===== src/hmm_scaled_forward_step_top_macros.svh =====
// Assertion macros for the forward step block
`ifndef HMM_SCALED_FORWARD_STEP_TOP_MACROS_SVH
`define HMM_SCALED_FORWARD_STEP_TOP_MACROS_SVH
// Implication checked every clock, disabled during reset
`define HMM_ASSERT_IMP(lbl, ante, cons, msg) \
	lbl: assert property (@(posedge clk) disable iff (!arst_n) (ante) |-> (cons)) \
		else $error(msg);
// Next-cycle implication, disabled during reset
`define HMM_ASSERT_NXT(lbl, ante, cons, msg) \
	lbl: assert property (@(posedge clk) disable iff (!arst_n) (ante) |=> (cons)) \
		else $error(msg);
`endif


===== src/hfs_pkg.sv =====
// ----------------------------------------------------------------------------
// hfs_pkg
// Shared types and constants of the scaled forward step block.
// ----------------------------------------------------------------------------
`timescale 1ns / 1ps
package hfs_pkg;
	localparam int MAX_CLASSES = 8;
	localparam int PROB_BITS   = 16;
	localparam int CW          = $clog2(MAX_CLASSES);
	localparam int SUM_BITS    = PROB_BITS + CW;
	localparam int NUM_BITS    = SUM_BITS;
	localparam int TOT_BITS    = NUM_BITS + CW;
	localparam int DCW         = $clog2(PROB_BITS + 1);

	localparam logic [1:0] CMD_TRANS = 2'd0;
	localparam logic [1:0] CMD_INIT  = 2'd1;
	localparam logic [1:0] CMD_EMIT  = 2'd2;

	typedef struct packed {
		logic          start;
		logic          first;
		logic [CW-1:0] last_idx;
	} hfs_cmd_t;

	typedef struct packed {
		logic done;
	} hfs_stat_t;
endpackage


===== src/hfs_datapath.sv =====
// ----------------------------------------------------------------------------
// hfs_datapath
// Tables, multiply-accumulate, normalising divider and output register.
// ----------------------------------------------------------------------------
`timescale 1ns / 1ps
`include "hmm_scaled_forward_step_top_macros.svh"
module hfs_datapath (
	input  logic                             clk,
	input  logic                             arst_n,
	input  logic                             in_valid,
	input  logic                             in_stall,
	input  logic [1:0]                       command,
	input  logic [2:0]                       from_class,
	input  logic [2:0]                       to_class,
	input  logic [hfs_pkg::PROB_BITS-1:0]    prob_value,
	input  hfs_pkg::hfs_cmd_t                cmd,
	output hfs_pkg::hfs_stat_t               stat,
	output logic                             out_valid,
	input  logic                             out_stall,
	output logic [2:0]                       out_class,
	output logic [hfs_pkg::PROB_BITS-1:0]    forward_value,
	output logic                             zero_total,
	output logic                             last_of_step
);
	import hfs_pkg::*;

	typedef enum logic [5:0] {
		P_IDLE = 6'b000001, P_MAC = 6'b000010, P_NUM = 6'b000100,
		P_DIV = 6'b001000, P_OUT = 6'b010000, P_WAIT = 6'b100000
	} ph_t;

	logic [PROB_BITS-1:0] trans_mem [MAX_CLASSES*MAX_CLASSES];
	logic [PROB_BITS-1:0] init_q [MAX_CLASSES];
	logic [PROB_BITS-1:0] prev_q [MAX_CLASSES];
	logic [PROB_BITS-1:0] emis_q [MAX_CLASSES];
	logic [NUM_BITS-1:0]  num_q [MAX_CLASSES];

	ph_t                  ph_q;
	logic                 first_q;
	logic [CW-1:0]        last_q, j_q, x_q;
	logic [PROB_BITS-1:0] tr_rd_q;
	logic                 rd_ok_q;
	logic [SUM_BITS-1:0]  sum_q;
	logic [TOT_BITS-1:0]  tot_q;
	logic [TOT_BITS:0]    rem_q;
	logic [PROB_BITS-1:0] quo_q;
	logic [DCW-1:0]       bit_q;
	logic                 ovf_q, ovf_prev_q;
	logic [(2*PROB_BITS)-1:0] prod;
	logic [SUM_BITS+PROB_BITS-1:0] nprod;
	logic [TOT_BITS:0]    rsh;
	logic                 acc_ok;

	assign acc_ok = in_valid && !in_stall;

	always_ff @(posedge clk) begin
		if (acc_ok && command == CMD_TRANS)
			trans_mem[{from_class[CW-1:0], to_class[CW-1:0]}] <= prob_value;
		tr_rd_q <= trans_mem[{x_q, j_q}];
		if (acc_ok && command == CMD_INIT)
			init_q[to_class[CW-1:0]] <= prob_value;
		if (acc_ok && command == CMD_EMIT)
			emis_q[to_class[CW-1:0]] <= prob_value;
	end

	assign prod  = tr_rd_q * prev_q[x_q];
	assign nprod = (first_q ? {{CW{1'b0}}, init_q[j_q]} : sum_q) * emis_q[j_q];
	assign rsh   = {rem_q[TOT_BITS-1:0], 1'b0};

	always_ff @(posedge clk or negedge arst_n) begin
		if (!arst_n) begin
			ph_q      <= P_IDLE;
			out_valid <= 1'b0;
		end else begin
			if (out_valid && !out_stall && ph_q != P_OUT)
				out_valid <= 1'b0;
			case (ph_q)
				P_IDLE: begin
					if (cmd.start) begin
						first_q <= cmd.first;
						last_q  <= cmd.last_idx;
						j_q     <= '0;
						x_q     <= '0;
						sum_q   <= '0;
						tot_q   <= '0;
						rd_ok_q <= 1'b0;
						ovf_prev_q <= 1'b0;
						ph_q    <= cmd.first ? P_NUM : P_MAC;
					end
				end
				P_MAC: begin
					if (!rd_ok_q) begin
						rd_ok_q <= 1'b1;
					end else begin
						sum_q   <= sum_q + SUM_BITS'(prod[2*PROB_BITS-1:PROB_BITS]);
						rd_ok_q <= 1'b0;
						if (x_q == last_q) begin
							x_q  <= '0;
							ph_q <= P_NUM;
						end else begin
							x_q <= x_q + 1'b1;
						end
					end
				end
				P_NUM: begin
					num_q[j_q] <= nprod[SUM_BITS+PROB_BITS-1:PROB_BITS];
					tot_q <= tot_q + TOT_BITS'(nprod[SUM_BITS+PROB_BITS-1:PROB_BITS]);
					sum_q <= '0;
					if (j_q == last_q) begin
						j_q  <= '0;
						ph_q <= P_DIV;
						bit_q <= '0;
					end else begin
						j_q  <= j_q + 1'b1;
						ph_q <= first_q ? P_NUM : P_MAC;
					end
				end
				P_DIV: begin
					if (bit_q == '0) begin
						rem_q <= {1'b0, TOT_BITS'(num_q[j_q])};
						quo_q <= '0;
						ovf_q <= TOT_BITS'(num_q[j_q]) >= tot_q;
						bit_q <= bit_q + 1'b1;
					end else begin
						if (rsh >= {1'b0, tot_q}) begin
							rem_q <= rsh - {1'b0, tot_q};
							quo_q <= {quo_q[PROB_BITS-2:0], 1'b1};
						end else begin
							rem_q <= rsh;
							quo_q <= {quo_q[PROB_BITS-2:0], 1'b0};
						end
						if (bit_q == DCW'(PROB_BITS))
							ph_q <= P_OUT;
						else
							bit_q <= bit_q + 1'b1;
					end
				end
				P_OUT: begin
					if (!out_valid || !out_stall) begin
						out_valid     <= 1'b1;
						out_class     <= 3'(j_q);
						zero_total    <= tot_q == '0;
						last_of_step  <= j_q == last_q;
						if (tot_q == '0)
							forward_value <= '0;
						else if (ovf_q)
							forward_value <= '1;
						else
							forward_value <= quo_q;
						prev_q[j_q] <= (tot_q == '0) ? '0 : (ovf_q ? '1 : quo_q);
						bit_q <= '0;
						if (j_q == last_q) begin
							ph_q <= P_WAIT;
						end else begin
							j_q  <= j_q + 1'b1;
							ph_q <= P_DIV;
						end
					end
				end
				P_WAIT: begin
					if (!out_valid || !out_stall)
						ph_q <= P_IDLE;
				end
				default: ph_q <= P_IDLE;
			endcase
		end
	end

	assign stat.done = (ph_q == P_WAIT) && (!out_valid || !out_stall);

	`HMM_ASSERT_IMP(a_out_hold, out_valid && out_stall, ph_q != P_IDLE || out_valid,
		"output lost while stalled")
	`HMM_ASSERT_NXT(a_start_leaves_idle, ph_q == P_IDLE && cmd.start, ph_q != P_IDLE,
		"start ignored")
	`HMM_ASSERT_IMP(a_done_wait, stat.done, ph_q == P_WAIT, "done outside wait")
endmodule


===== src/hfs_ctrl.sv =====
// ----------------------------------------------------------------------------
// hfs_ctrl
// Input handshake, class count register and step sequencing.
// ----------------------------------------------------------------------------
`timescale 1ns / 1ps
`include "hmm_scaled_forward_step_top_macros.svh"
module hfs_ctrl (
	input  logic               clk,
	input  logic               arst_n,
	input  logic               cfg_we,
	input  logic [3:0]         cfg_wdata,
	input  logic               in_valid,
	output logic               in_stall,
	input  logic [1:0]         command,
	input  logic [2:0]         to_class,
	input  logic               seq_start,
	output hfs_pkg::hfs_cmd_t  cmd,
	input  hfs_pkg::hfs_stat_t stat
);
	import hfs_pkg::*;

	typedef enum logic [1:0] { S_IDLE = 2'b01, S_BUSY = 2'b10 } st_t;

	st_t        st_q;
	logic [3:0] ncls_q;
	logic       first_q;
	logic [CW-1:0] last;
	logic       acc, fire;

	always_comb begin
		if (ncls_q == 4'd0)
			last = '0;
		else if (ncls_q > 4'(MAX_CLASSES))
			last = CW'(MAX_CLASSES - 1);
		else
			last = CW'(ncls_q - 4'd1);
	end

	assign in_stall = st_q != S_IDLE;
	assign acc      = in_valid && !in_stall;
	assign fire     = acc && command == CMD_EMIT && to_class[CW-1:0] == last;

	assign cmd.start    = fire;
	assign cmd.first    = first_q || seq_start;
	assign cmd.last_idx = last;

	always_ff @(posedge clk or negedge arst_n) begin
		if (!arst_n) begin
			st_q    <= S_IDLE;
			ncls_q  <= 4'd8;
			first_q <= 1'b0;
		end else begin
			if (cfg_we)
				ncls_q <= cfg_wdata;
			case (st_q)
				S_IDLE: begin
					if (fire) begin
						st_q    <= S_BUSY;
						first_q <= 1'b0;
					end else if (acc && command == CMD_EMIT && seq_start) begin
						first_q <= 1'b1;
					end
				end
				S_BUSY: if (stat.done) st_q <= S_IDLE;
				default: st_q <= S_IDLE;
			endcase
		end
	end

	`HMM_ASSERT_IMP(a_no_acc_busy, st_q == S_BUSY, in_stall, "item taken while busy")
	`HMM_ASSERT_NXT(a_fire_busy, fire, st_q == S_BUSY && !first_q, "step not started")
	`HMM_ASSERT_IMP(a_done_busy, stat.done, st_q == S_BUSY, "done while idle")
endmodule


===== src/hmm_scaled_forward_step_top.sv =====
// ----------------------------------------------------------------------------
// hmm_scaled_forward_step_top
// Scaled forward recursion step of a hidden Markov model, Q0.16.
// ----------------------------------------------------------------------------
// Use: the input channel (in_valid/in_stall) carries load commands and
// emission items; the output channel (out_valid/out_stall) carries one item
// per class in use after the emission for the last class arrives.
// Load and non-closing emission items never raise in_stall.
// A closing item of K classes keeps in_stall high through the shared
// multiply-accumulate (skipped on a sequence start), the bit-serial
// divider, which yields one bit a cycle, and the output handoff.
// The first result appears after the accumulation and first division.
// A stalled receiver holds the output register and the sequencer waits.
// Reset clears the sequencer and sets the class count to 8; tables are
// undefined until loaded. cfg_we writes the class count; the user must
// write it only while idle, as the block does not enforce this.
// ----------------------------------------------------------------------------
`timescale 1ns / 1ps
module hmm_scaled_forward_step_top (
	input  logic        clk,
	input  logic        arst_n,
	input  logic        cfg_we,
	input  logic [3:0]  cfg_wdata,
	input  logic        in_valid,
	output logic        in_stall,
	input  logic [1:0]  command,
	input  logic [2:0]  from_class,
	input  logic [2:0]  to_class,
	input  logic [15:0] prob_value,
	input  logic        seq_start,
	output logic        out_valid,
	input  logic        out_stall,
	output logic [2:0]  out_class,
	output logic [15:0] forward_value,
	output logic        zero_total,
	output logic        last_of_step
);
	import hfs_pkg::*;

	hfs_cmd_t  cmd;
	hfs_stat_t stat;

	hfs_ctrl u_ctrl (
		.clk, .arst_n, .cfg_we, .cfg_wdata, .in_valid, .in_stall,
		.command, .to_class, .seq_start, .cmd, .stat
	);

	hfs_datapath u_dp (
		.clk, .arst_n, .in_valid, .in_stall, .command, .from_class, .to_class,
		.prob_value, .cmd, .stat, .out_valid, .out_stall, .out_class,
		.forward_value, .zero_total, .last_of_step
	);
endmodule

===== config.mk =====
export PLATFORM = sky130hd
export DESIGN_NAME = hmm_scaled_forward_step_top
export DESIGN_NICKNAME = d
export VERILOG_FILES = /design/src/hfs_pkg.sv /design/src/hfs_datapath.sv /design/src/hfs_ctrl.sv /design/src/hmm_scaled_forward_step_top.sv
export VERILOG_INCLUDE_DIRS = /design/src /design/src/src
export SDC_FILE = /design/constraint.sdc
export NUM_CORES = 2
export LEC_CHECK = 0
export ABC_AREA = 1
export BUFFER_PORTS_ARGS = -buffer_cell sky130_fd_sc_hd__buf_2
export CORE_AREA = 2 2 314 472
export DETAILED_ROUTE_END_ITERATION = 10
export DIE_AREA = 0 0 316 474
export PLACE_DENSITY = 0.76
export SYNTH_ARGS = -nofsm -noshare
export SYNTH_HDL_FRONTEND = slang
export SYNTH_SLANG_ARGS = --single-unit

===== constraint.sdc =====
create_clock -name clk -period 11.6 [get_ports clk]
set_input_delay 2.32 -clock clk [delete_from_list [all_inputs] [get_ports clk]]
set_output_delay 2.32 -clock clk [all_outputs]
set_load 0.02 [all_outputs]

==> flow_metrics.env <==
export IMPL_path_delay_family="adder cells"
export IMPL_vias_in_the_first_global_route=60500
export IMPL_netlist_area_sq_um=87000
export IMPL_syn_avg_cell_area_sq_um=11.7
export IMPL_yosysTopAreaCell="edfxtp_1"
export IMPL_total_leakage_power_uw=0.0361
export IMPL_cts_htree_levels=4
export IMPL_detailedRoute_firstPassIterationCount=9
export IMPL_synth_flop_cell="edfxtp_1"
export IMPL_max_freq_ghz=0.0977
export IMPL_cts_buffers_inserted=150
export IMPL_die_width_um=316
export IMPL_post_synth_top_count_cell="edfxtp_1"
export IMPL_seq_area_frac_synth_pct=58.8
export IMPL_portBuffers=56
export IMPL_run_status="finished clean"
export IMPL_data_arrival_time_of_the_worst_path_ps=10780
export IMPL_post_route_drc_count=0
export IMPL_largest_net_degree_at_the_start_of_global_routing=98
export IMPL_slowest_stage="dfxtp_4"
export IMPL_core_rowCount=172
export IMPL_final_hold_viol_count=0
export IMPL_worst_setup_hold_path_clk_slew_ps=60
export IMPL_initial_core_utilization_pct=59.7
export IMPL_ys_ff_latch=1713
export IMPL_die_area_sq_um=150000
export IMPL_initial_antenna_violation_count=9
export IMPL_synth_edff_count=1677
export IMPL_placeableCoreArea_sq_um=146000
export IMPL_max_slew_margin_pct=11.8
export IMPL_cellPowerDensity_nw_per_um2=126
export IMPL_io_pins=57
export IMPL_via_per_inst=6.19
export IMPL_yosysWarnings=0
export IMPL_worstPathBufferInverterCount=6
export IMPL_clock_root_buffer="clkbuf_16"
export IMPL_hpwl_um=160000
export IMPL_post_route_min_period_ps=10230
export IMPL_post_synth_cell_types=75
export IMPL_synthDominantCellAreaShare_pct=57.9
export IMPL_cts_path_max_buffers=3
export IMPL_synth_common_cells="edfxtp_1 (1677), nand2_1 (1289), inv_1 (904)"
export IMPL_cts_hold_fix_bufs=0
export IMPL_wl_um=243000
export IMPL_cp_common_cell="fa_1"
export IMPL_area_delta_synth_final_pct=8.69
export IMPL_synth_net_count=8204
export IMPL_timing_critical_path_from_type="flip-flop"
export IMPL_post_cts_resize_count=0
export IMPL_grt_first_pass_wirelength_um=361000
export IMPL_ir_worst_vdd_uv=152
export IMPL_dpl_cell_count=9286
export IMPL_worst_slew_pin_slew_ps=1320
export IMPL_die_y_um=474
export IMPL_fraction_of_final_layout_cells_sized_beyond_drive_strength_1_pct=6.98
export IMPL_finalCritPeriodShare_pct=88.2
export IMPL_initialDrtViolationCount=6640
export IMPL_tns_ps=0
export IMPL_worstPathRequired_ps=12150
export IMPL_post_synth_inst_count=7453
export IMPL_clock_tree_from_tritoncts="yes"
export IMPL_crit_path_max_fanout=70
export IMPL_drt_wirelength_per_cell_um=25.4
export IMPL_total_power_uw=11900
export IMPL_detailroute_via_count=59200
export IMPL_clkLatencyLatePin_ps=830
export IMPL_fin_skew_ps=38.1
export IMPL_worstHoldPathType="flip-flop to flip-flop"
export IMPL_rsz_0062_raised_after_global_routing="false"
export IMPL_final_max_slew_viol_count=0
export IMPL_grt_use_total_pct=32.7
export IMPL_synthArstFlopShare_pct=0.817
export IMPL_final_setup_viol_count=0
export IMPL_final_standard_cell_count_with_taps_included_and_fillers_excluded=9569
export IMPL_worstSetupEndpointType="flip-flop"
export IMPL_grt_overflow_total=0
export IMPL_path_class="flip-flop to flip-flop"
export IMPL_nets=8275
export IMPL_post_cts_buffers=0
export IMPL_cts_sink_count=1713
export IMPL_drtAntennaViolNets=0
export IMPL_synth_top_cells_by_area="edfxtp_1 (58%), fa_1 (9.9%), nand2_1 (5.6%)"
export IMPL_finalWeightedCongestion=0.997
export IMPL_critical_path_max_stage_delay_ps=770
export IMPL_maxCapViolations=0
state kept, by name, indices dropped and copies added (netlist names), 19 cells and up, named ones only:
| signal | flops |
|---|---|
| u_dp.trans_mem | 1024 |
| u_dp.sum_q | 19 |
| u_dp.init_q | 128 |
| u_dp.num_q | 152 |
| u_dp.emis_q | 128 |
| u_dp.tot_q | 22 |
| u_dp.prev_q | 128 |
| u_dp.rem_q | 22 |
cells in the final DEF (no fill, tap or decap), types with 81 or more instances in the layout:
cell type,Yosys,routed
a21oi_1,235,234
a221oi_1,96,96
a22oi_1,81,81
buf_4,15,160
clkbuf_16,0,153
edfxtp_1,1677,1677
fa_1,431,431
ha_1,286,286
inv_1,904,904
nand2_1,1289,1289
nand3_1,128,127
nand4_1,133,133
nor2_1,831,812
o211ai_1,81,81
o21ai_0,384,384
layout make-up:
cell class / count / area, sq um
diodes: 5 / 12.5
multi-input cells: 4501 / 31000
clock inverters: 85 / 938
repair buffers: 218 / 1540
clock buffers: 193 / 4010
flip-flops and latches: 1713 / 51200
inverters: 940 / 3550
well taps: 1914 / 2390
fillers: 10700 / 51100
tightest hold or removal path: cells and delay by family (launching register included):
kind                   cells  cell delay [ps]
AOI/OAI and AO/OA          1               70
buffers and inverters      1               60
DFF                        1              370
routing by layer:
| layer | vias up | share of wire, % | GRT usage [%] |
|---|---|---|---|
| met1 | 29200 | 34 | 37.7 |
| li1 | 26000 | - | - |
| met3 | 833 | 8.3 | 4.93 |
| met5 | - | 0.030 | 0 |
| met4 | 10 | 7.5 | 22.6 |
| met2 | 3284 | 50 | 56.0 |
stage by stage:
| step | hold WS (ps) | setup slack (ps) | util (%) | instance area [sq um] |
|---|---|---|---|---|
| after floorplan | 428 | 3960 | - | 87000 |
| after global placement | 486 | 1810 | 61.5 | 89600 |
| final | 510 | 1370 | 64.9 | 94600 |
| after CTS | 518 | 1640 | 64.9 | 94600 |
| after global routing | 547 | 538 | 64.9 | 94600 |
| after detailed placement | 504 | 1610 | 61.5 | 89600 |
logic make-up (layout without fill, tap and decap cells):
kind of cell	Yosys count	after routing	share of synthesized area, %
AO/OA/AOI/OAI	1223	1223	9.01
adder cells (fa/ha/maj)	717	717	14.0
flip-flops	1713	1713	58.8
other	0	5	0
AND/OR/NAND/NOR	2482	2482	11.6
buffers and inverters	1239	1436	5.72
XOR/XNOR	50	50	0.503
multiplexers	29	29	0.335
worst paths after layout:
| path | startpoint | end | slack (ps) | cells past startpoint |
|---|---|---|---|---|
| worst max-delay path | flip-flop | u_dp.tot_q[20] | 1370 | 35 |
| worst min-delay path | u_ctrl.ncls_q[3] | u_ctrl.ncls_q[3] | 510 | 2 |
| worst max register to register | flip-flop | u_dp.tot_q[20] | 1370 | 35 |
| worst min register to register | u_ctrl.ncls_q[3] | u_ctrl.ncls_q[3] | 510 | 2 |
| max in group asynchronous | arst_n | u_dp.ph_q[3] | 9700 | 1 |
| min in group asynchronous | arst_n | u_dp.out_valid | 1500 | 1 |
where the power goes:
| group | leakage, uW | switching, uW | total [uW] | internal [uW] |
|---|---|---|---|---|
| sequential | 0.0154 | 0.743 | 6770 | 6760 |
| clock | 0.00240 | 2260 | 5050 | 2790 |
| combinational | 0.0183 | 96.7 | 108 | 11.3 |
(Power assumes the default switching activity.)
